[config.mk]
export PLATFORM = sky130hd
export DESIGN_NAME = hex_pixel_to_cell_round
export DESIGN_NICKNAME = d
export VERILOG_FILES = /design/src/hw/rtl/hpc_pkg.sv /design/src/hw/rtl/hpc_cube_round.sv /design/src/hw/rtl/hex_pixel_to_cell_round.sv
export SDC_FILE = /design/constraint.sdc
export NUM_CORES = 2
export LEC_CHECK = 0
export BUFFER_PORTS_ARGS = -buffer_cell sky130_fd_sc_hd__buf_2
export CORE_MARGIN = 2
export CORE_UTILIZATION = 37
export DETAILED_ROUTE_END_ITERATION = 10
export HOLD_SLACK_MARGIN = 0.12
export PLACE_DENSITY_LB_ADDON = 0.2
export SYNTH_ARGS = -nofsm -noshare
export SYNTH_HDL_FRONTEND = slang
export SYNTH_HIERARCHICAL = 1
export SYNTH_SLANG_ARGS = --single-unit
[constraint.sdc]
create_clock -name clock -period 17.3 [get_ports clock]
set_clock_uncertainty 0.05 [all_clocks]
set_input_delay 1.73 -clock clock [delete_from_list [all_inputs] [get_ports clock]]
set_output_delay 1.73 -clock clock [all_outputs]
set_load 0.03 [all_outputs]
[src/hw/rtl/hpc_pkg.sv]
// Shared types and constants for the hex pixel-to-cell rounding block.
package hpc_pkg;

   // Pixel fraction bits (default for the top-level parameter)
   localparam int FRAC_BITS_DEFAULT = 4;

   // Q16 format of the basis constants, the reciprocal and the cube coordinates
   localparam int Q_BITS = 16;

   // Basis constants, unsigned Q16: 8/sqrt(3), 16/sqrt(3), 8 and 4
   localparam int K_Y_FROM_X = 302698;
   localparam int K_X_FROM_Y = 605396;
   localparam int K_EIGHT    = 524288;
   localparam int K_FOUR     = 262144;

   // Width of the basis sums ay and ax, which stay below 2^35 in magnitude
   localparam int SUM_W = 36;

   // Reciprocal reset value
   localparam logic [15:0] RECIP_RESET = 16'd1024;

   // Cube component order
   localparam int COMP_X = 0;
   localparam int COMP_Y = 1;
   localparam int COMP_Z = 2;

   typedef struct packed {
      logic signed [15:0] pixel_x;
      logic signed [15:0] pixel_y;
   } req_type;

   typedef struct packed {
      logic signed [15:0] cell_x;
      logic signed [15:0] cell_y;
   } rsp_type;

endpackage

[src/hw/rtl/hpc_cube_round.sv]
// Cube rounding stages: round each component, then rebuild the worst one and saturate.
module hpc_cube_round #(
   parameter int GW = 37
) (
   input  logic                 clock,
   input  logic                 reset,
   input  logic                 in_valid,
   input  logic signed [GW-1:0] comp [3],
   output logic                 out_valid,
   output hpc_pkg::rsp_type     out_data
);
   import hpc_pkg::*;

   // Width of a rounded component, and of the sum of two of them
   localparam int RDW = GW - Q_BITS + 2;
   localparam int SW  = RDW + 1;
   localparam logic signed [SW-1:0] SAT_HI = SW'(32767);
   localparam logic signed [SW-1:0] SAT_LO = -SW'(32768);

   logic [GW:0]            mag [3];
   logic [GW:0]            mag_sum [3];
   logic [Q_BITS-1:0]      frac [3];
   logic signed [RDW-1:0]  rnd_in [3];
   logic [Q_BITS:0]        err_in [3];

   logic signed [RDW-1:0]  rnd_ff [3];
   logic [Q_BITS:0]        err_ff [3];
   logic                   rnd_valid_ff;

   logic signed [SW-1:0]   cx;
   logic signed [SW-1:0]   cy;
   rsp_type                rsp_in;
   rsp_type                rsp_ff;
   logic                   rsp_valid_ff;

   // Round half away from zero and measure the rounding error
   always_comb begin
      for (int i = 0; i < 3; i++) begin
         mag[i]     = comp[i][GW-1] ? (GW+1)'(-comp[i]) : (GW+1)'(comp[i]);
         mag_sum[i] = mag[i] + (GW+1)'(1 << (Q_BITS - 1));
         frac[i]    = mag[i][Q_BITS-1:0];
         rnd_in[i]  = comp[i][GW-1] ? -RDW'($signed({1'b0, mag_sum[i][GW:Q_BITS]}))
                                    :  RDW'($signed({1'b0, mag_sum[i][GW:Q_BITS]}));
         err_in[i]  = frac[i][Q_BITS-1] ? (Q_BITS+1)'((Q_BITS+1)'(1 << Q_BITS) - frac[i])
                                        : {1'b0, frac[i]};
      end
   end

   always_ff @(posedge clock) begin
      if (reset) begin
         rnd_valid_ff <= 1'b0;
      end else begin
         rnd_valid_ff <= in_valid;
      end
      rnd_ff <= rnd_in;
      err_ff <= err_in;
   end

   // Rebuild the component with the largest error from the other two
   always_comb begin
      priority if (err_ff[COMP_X] > err_ff[COMP_Y] && err_ff[COMP_X] > err_ff[COMP_Z]) begin
         cx = -SW'(rnd_ff[COMP_Y]) - SW'(rnd_ff[COMP_Z]);
         cy = SW'(rnd_ff[COMP_Y]);
      end else if (err_ff[COMP_Y] > err_ff[COMP_Z]) begin
         cx = SW'(rnd_ff[COMP_X]);
         cy = -SW'(rnd_ff[COMP_X]) - SW'(rnd_ff[COMP_Z]);
      end else begin
         // z rounded worst, or tied for worst: keep the rounded values
         cx = SW'(rnd_ff[COMP_X]);
         cy = SW'(rnd_ff[COMP_Y]);
      end
      // Saturate to 16 bits
      if (cx > SAT_HI) begin
         rsp_in.cell_x = 16'sh7fff;
      end else if (cx < SAT_LO) begin
         rsp_in.cell_x = -16'sh8000;
      end else begin
         rsp_in.cell_x = cx[15:0];
      end
      if (cy > SAT_HI) begin
         rsp_in.cell_y = 16'sh7fff;
      end else if (cy < SAT_LO) begin
         rsp_in.cell_y = -16'sh8000;
      end else begin
         rsp_in.cell_y = cy[15:0];
      end
   end

   always_ff @(posedge clock) begin
      if (reset) begin
         rsp_valid_ff <= 1'b0;
      end else begin
         rsp_valid_ff <= rnd_valid_ff;
      end
      rsp_ff <= rsp_in;
   end

   assign out_valid = rsp_valid_ff;
   assign out_data  = rsp_ff;

endmodule

[src/hw/rtl/hex_pixel_to_cell_round.sv]
// Top level of the hex pixel-to-cell rounding pipeline.
//
// Maps a pixel position (signed, FRAC_BITS fraction bits) to the axial
// coordinates of the hexagonal cell that contains it.
// Input: drive req_data and raise start; the transfer happens at the rising
// edge where start is high and busy is low. busy stays low, so one pixel
// can be sent in every cycle.
// Output: rsp_valid is high for exactly one cycle with rsp_data; the
// receiver has no way to stall, so it must take the result in that cycle.
// Pipeline: five register stages (basis sums, reciprocal multiply, floor
// shift, cube rounding, reselect and saturate) lie between the input
// transfer and the result.
// Throughput: one item per cycle, fully pipelined.
// Configuration: csr_we with csr_wdata writes the scale reciprocal (Q16);
// write it only while no item is in flight.
// Reset (synchronous, active high) empties the pipeline and sets the
// reciprocal to 1024.
module hex_pixel_to_cell_round #(
   parameter int FRAC_BITS = hpc_pkg::FRAC_BITS_DEFAULT
) (
   input  logic             clock,
   input  logic             reset,
   input  logic             start,
   output logic             busy,
   input  hpc_pkg::req_type req_data,
   output logic             rsp_valid,
   output hpc_pkg::rsp_type rsp_data,
   input  logic             csr_we,
   input  logic [15:0]      csr_wdata
);
   import hpc_pkg::*;

   localparam int RW    = 17;
   localparam int PW    = SUM_W + RW;
   localparam int SHIFT = FRAC_BITS + Q_BITS;
   localparam int FW    = PW - SHIFT;
   localparam int GW    = FW + 1;

   logic [15:0]              recip_ff;

   logic signed [SUM_W-1:0]  px_w;
   logic signed [SUM_W-1:0]  py_w;
   logic signed [SUM_W-1:0]  ay_in;
   logic signed [SUM_W-1:0]  ax_in;
   logic signed [SUM_W-1:0]  ay_ff;
   logic signed [SUM_W-1:0]  ax_ff;
   logic                     s1_valid_ff;

   logic signed [RW-1:0]     recip_s;
   logic signed [PW-1:0]     prod_y_in;
   logic signed [PW-1:0]     prod_x_in;
   logic signed [PW-1:0]     prod_y_ff;
   logic signed [PW-1:0]     prod_x_ff;
   logic                     s2_valid_ff;

   logic signed [PW-1:0]     shy;
   logic signed [PW-1:0]     shx;
   logic signed [GW-1:0]     comp_in [3];
   logic signed [GW-1:0]     comp_ff [3];
   logic                     s3_valid_ff;

   logic                     accept;

   assign busy   = 1'b0;
   assign accept = start && !busy;

   // Hold the scale reciprocal
   always_ff @(posedge clock) begin
      if (reset) begin
         recip_ff <= RECIP_RESET;
      end else if (csr_we) begin
         recip_ff <= csr_wdata;
      end
   end

   // Stage 1: basis sums
   always_comb begin
      px_w  = SUM_W'(req_data.pixel_x);
      py_w  = SUM_W'(req_data.pixel_y);
      ay_in = px_w * SUM_W'(K_Y_FROM_X) - py_w * SUM_W'(K_EIGHT);
      ax_in = py_w * SUM_W'(K_X_FROM_Y) - px_w * SUM_W'(K_FOUR);
   end

   always_ff @(posedge clock) begin
      if (reset) begin
         s1_valid_ff <= 1'b0;
      end else begin
         s1_valid_ff <= accept;
      end
      ay_ff <= ay_in;
      ax_ff <= ax_in;
   end

   // Stage 2: multiply by the reciprocal
   always_comb begin
      recip_s   = $signed({1'b0, recip_ff});
      prod_y_in = PW'(ay_ff) * PW'(recip_s);
      prod_x_in = PW'(ax_ff) * PW'(recip_s);
   end

   always_ff @(posedge clock) begin
      if (reset) begin
         s2_valid_ff <= 1'b0;
      end else begin
         s2_valid_ff <= s1_valid_ff;
      end
      prod_y_ff <= prod_y_in;
      prod_x_ff <= prod_x_in;
   end

   // Stage 3: floor shift to Q16 and form the third cube component
   always_comb begin
      shy              = prod_y_ff >>> SHIFT;
      shx              = prod_x_ff >>> SHIFT;
      comp_in[COMP_X]  = GW'($signed(shx[FW-1:0]));
      comp_in[COMP_Y]  = GW'($signed(shy[FW-1:0]));
      comp_in[COMP_Z]  = -GW'($signed(shx[FW-1:0])) - GW'($signed(shy[FW-1:0]));
   end

   always_ff @(posedge clock) begin
      if (reset) begin
         s3_valid_ff <= 1'b0;
      end else begin
         s3_valid_ff <= s2_valid_ff;
      end
      comp_ff <= comp_in;
   end

   // Stages 4 and 5: cube rounding and output register
   hpc_cube_round #(
      .GW (GW)
   ) u_round (
      .clock     (clock),
      .reset     (reset),
      .in_valid  (s3_valid_ff),
      .comp      (comp_ff),
      .out_valid (rsp_valid),
      .out_data  (rsp_data)
   );

endmodule

# Word level (Yosys, flattened, before mapping)
# Cells that the tools add are included.
[op_classes] n_addsub=20 n_mul=4 order_cmp=7 mux=14 reduce_logical=1
[ops] cell="multiplier 36 x 17 -> 53 bit" n=2
[ops] cell="adder 35 x 16 -> 35 bit, second input constant" n=3
[ops] cell="2-to-1 mux 35 bit" n=3
[ops] cell="negator 33 -> 35 bit" n=2
[ops] cell="2-to-1 mux 21 bit" n=3
[ops] cell="negator 19 -> 20 bit" n=3
[ops] cell="2-to-1 mux 19 bit" n=3
[ops] cell="greater-than comparator 17 bit" n=3
[ops] cell="subtractor 17 x 16 -> 17 bit, first input constant" n=3
[ops] cell="2-to-1 mux 15 bit" n=3
[ops] cell="greater-than comparator 21 x 16 -> 1 bit, second input constant" n=2
[ops] cell="< comparator 21 x 16 -> 1 bit, second input constant" n=2
[ops] cell="negator 20 -> 21 bit" n=2
[ops] cell="subtractor 21 x 20 -> 21 bit" n=2
[ops] cell="subtractor 36 x 34 -> 36 bit" n=1
[ops] cell="subtractor 36 x 35 -> 36 bit" n=1
[ops] cell="multiplier 16 x 19 -> 35 bit, second input constant" n=1
[ops] cell="negator 34 -> 35 bit" n=1
[ops] cell="multiplier 16 x 19 -> 34 bit, second input constant" n=1
[ops] cell="negator 33 -> 34 bit" n=1
[ops] cell="subtractor 34 x 33 -> 34 bit" n=1
[ops] cell="2-to-1 mux 16 bit" n=2
[ops] cell="logical AND 1 bit" n=1
[word_totals] register_bits=442 inputBits=52

# Depth between registers and ports, before layout
[depth] depth_word=6 ltp_mapped=33 mapped_depth_nobuf=33

# Modules after synthesis
# Netlist, hierarchy kept.
[modules_own_cells] mod="hex_pixel_to_cell_round" instances=1 cells_per_inst=5959 area_each_um2=55837.3 seq_area_each_um2=5084.9
[modules_own_cells] mod="hpc_cube_round" instances=1 cells_per_inst=1957 area_each_um2=15192.1 seq_area_each_um2=2902.8

# Worst setup path after synthesis
# No wires, ideal clock.
[synth_timing] path_type="input to register" start="input port req_data[1] (netlist name)" end="register ax_ff[34]" t_arrival_ns=8.720 t_required_ns=17.178 path_slack_ns=8.458 path_stages=29 n_path_buf=0 cell_sequence="fa_1 -> ha_1 -> fa_1 -> inv_1 -> fa_1 -> inv_1 -> fa_1 -> inv_1 -> fa_1 -> inv_1 -> ha_1 -> a211o_1 -> o211a_1 -> o41ai_4 -> xor2_1 -> ha_1 -> inv_1 -> fa_1 -> a21o_1 -> a21oi_2 -> o21bai_1 -> a21oi_1 -> o21bai_1 -> a21oi_2 -> o21ai_1 -> or4b_1 -> a31o_2 -> a21oi_1 -> xnor2_1"
[synth_between] elab_chain_len=2
[synth_rtl] item="start: declaration" line_no="hex_pixel_to_cell_round.sv:25" text="input hpc_pkg::req_type req_data,"
[synth_rtl] item="multiplier 16 x 19 -> 34 bit" line_no="hex_pixel_to_cell_round.sv:81" text="ax_in = py_w * SUM_W'(K_X_FROM_Y) - px_w * SUM_W'(K_FOUR);"
[synth_rtl] item="subtractor 36 x 34 -> 36 bit" line_no="hex_pixel_to_cell_round.sv:81"
[synth_rtl] item="net ax_in[34]" line_no="hex_pixel_to_cell_round.sv:44" text="logic signed [SUM_W-1:0] ax_in;"
[synth_rtl] item="end signal: assignment" line_no="hex_pixel_to_cell_round.sv:91" text="ax_ff <= ax_in;"
[synth_rtl] item="end: declaration" line_no="hex_pixel_to_cell_round.sv:46" text="logic signed [SUM_W-1:0] ax_ff;"
# The timed path passes the listed nets, and every way through them passes these cells.
# A chain may end at the register's enable or synchronous reset.

# Worst setup path after layout
[layout_timing] start="input port req_data[2] (netlist name)" end="register ax_ff[34]"
# Same word-level chain as after synthesis.

==> reports/results.ini <==
[floorplanning]
start_util_pct = 37.31
core_area_sq_um = 190400
ios = 86
die-area_sq_um = 195500
die_height_um = 442.1
rows = 160
die_w_um = 442.1

[routing]
drt-total-wl_um = 198600
ant_nets = 0
num_vias = 52450
vias_per_cell = 5.055
wl_per_cell_um = 19.14
drt_pass1_iterations = 5
drt-initial-drc-count = 2881
drc = 0

[setup_path]
crit_family = adder cells
crit_path_end_kind = flip-flop
r2r-end = prod_x_ff[52]
crit_slowest_cell = fa_1
r2r-start = recip_ff[2]
crit_required_ns = 17.87
cp-start-kind = input port
r2r_cells = 25
r2r_setup_slack_ns = 9.13
crit_fanout = 8
crit_top_cell = fa_1
path_class = in -> reg
crit_buf_inv = 6
cp.arrival_ns = 9.55
worstSetupStartpoint = req_data[2]
crit_path_max_incr_delay_ns = 0.53

[synth]
syn_area_sq_um = 71030
synth_edf_count = 0
avgSynthCellArea_sq_um = 8.973
synth_seq_area_share_pct = 11.25
synth_commonest_cells = inv_1, fa_1, nand2_1
synth_cell_types = 103
yosysMostFrequentCell = inv_1
postSynthCellCount = 7916
synth_area_leaders = fa_1, ha_1, dfxtp_1, inv_1, nand2_1
synth_ff_type = dfxtp_1
synthArstFlopShare_pct = 0
yosys_warnings = 6
synth_top_area_share_pct = 34.61
synth_seq_cells = 399
yosys.area.top_type = fa_1

[sta]
setup_viol = 0
finalSetupTns_ns = 0
max_freq_ghz = 0.1113
rsz0062_at_grt = false
hold_viol = 0
post-route-min-period_ns = 8.984
final_max_slew_viol_count = 0
maxSlewHeadroom_pct = 12.25
layout_setup_ws_ns = 8.316
whs_ns = 0.2817
max_slew.worst_pin.slew_ns = 1.305
fin_crit_sh_pct = 51.93

[flow_run]
cap_violations = 0

[grt]
grt_pass1_vias = 55700
grt_max_degree = 71
track_usage_pct = 20.38
antenna_found_initial = 19
grt_overflow = 0
grt_pass1_wl_um = 315900

[placed_design]
place_ws_ns = 7.681
io_buffers = 84
dp_hpwl_um = 159800
gp_congestion = 0.8769
dp_cells = 10280

[finish]
drive_above_1_share_pct = 4.438
fin_nets = 9879
syn_to_final_growth_pct = 6.849
final_cells = 10380

[clocking]
cts_tree = yes
cts-hold-fix-buffers = 0
cts.sinks = 399
clockBufferDepth = 3
worstSkewPairLatency_ns = 0.68
cts_resized = 0
h-tree-depth = 2
cts_setup_buffers = 0
cts.clk_slew.worst_paths_ns = 0.06
root_buffer = clkbuf_16
cts_inserted_buffers = 53

[hold_path]
hp-class = reg -> reg
hold_depth = 0
min_to = comp_ff[59]
hold_start = prod_y_ff[45]

[outcome]
outcome = completed

registers in the layout (all words and copies together) (netlist names):
register and cells:
u_round/rnd_valid_ff 1, u_round/err_ff 51, u_round/rnd_ff 60, s3_valid_ff 1, ay_ff 35, prod_y_ff 33, u_round/out_valid 1, s1_valid_ff 1
prod_x_ff 33, recip_ff 16, comp_ff 100, u_round/out_data 32, s2_valid_ff 1, ax_ff 34
cell usage in the layout (no fill, tap or decap), types with 21 or more instances in the layout:
cell type and n:
dfxtp_1 380, nand2_1 868, xnor2_1 291, buf_2 84
nor3_1 76, o31ai_1 43, nand3_1 83, ha_1 774
or3_1 46, and3_1 40, and2_1 435, or2_2 24
buf_4 57, a31oi_1 51, nand2b_1 46, fa_1 1228
o21bai_1 30, nand4_1 51, or4_1 26, a21o_1 135
o21a_1 53, clkbuf_16 53, nor4_1 30, nor2b_1 41
a21oi_1 226, xor2_1 147, o21ai_0 153, mux2i_1 28
nor2_1 229, a211oi_1 21, inv_1 1704
layout make-up:
| type | instances | area [sq um] |
|---|---|---|
| fillers | 19150 | 114500 |
| multi-input cells | 5525 | 55550 |
| flip-flops and latches | 399 | 8024 |
| inverters | 1705 | 6400 |
| well taps | 2511 | 3142 |
| clock buffers | 67 | 1449 |
| repair buffers | 141 | 848.3 |
| clock inverters | 27 | 474.2 |
| diodes | 1 | 2.502 |
through the flow:
step                      area (sq um)  util [%]
after global placement           73970     38.85
after CTS                        75890     39.86
after floorplan                  71040         -
after global routing             75890     39.86
after detailed placement         73970     38.85
final                            75890     39.86
worst max path at each step:
stage                endpoint  cells after the start
floorplan           ax_ff[34]                     29
CTS                 ax_ff[34]                     30
global placement    ax_ff[34]                     30
finish              ax_ff[34]                     30
detailed placement  ax_ff[34]                     30
global route        ax_ff[34]                     30
worst register-to-register path, stage by stage, from the launching register on:
cell	delay, ns
dfxtp_2	0.82
buf_4	0.72
nand2_1	0.24
fa_1	0.57
inv_1	0.05
fa_1	0.55
inv_1	0.07
fa_1	0.50
inv_1	0.05
fa_1	0.52
inv_1	0.05
fa_1	0.47
inv_1	0.05
fa_1	0.43
ha_1	0.31
a21o_1	0.11
nand3_1	0.07
a211oi_1	0.35
nand4bb_1	0.27
nand2_1	0.15
a21boi_1	0.53
a21oi_1	0.22
o21bai_2	0.32
a31oi_1	0.19
or3_1	0.39
o211ai_1	0.08
cell families (layout without fill, tap and decap cells):
logic type      after synthesis  count (layout)  synth area share [%]
flops                       399             399                 11.25
compound gates              973             973                 9.479
simple gates               2068            2068                 14.45
other cells                   2               5               0.01057
buf+inv                    1994            1940                 10.58
mux                          39              39                0.5690
fa+ha+maj                  2002            2002                 48.24
xor+xnor                    439             439                 5.424
metal layers:
layer,global-route usage [%],part of all wire (%)
met3,1.972,4.5
met1,26.99,44
met4,5.018,2.5
met2,35.63,48
met5,0,0
Power is left out: the tool's default activity adds up to more than one toggle a clock period on the data nets, which glitch-free logic cannot reach.
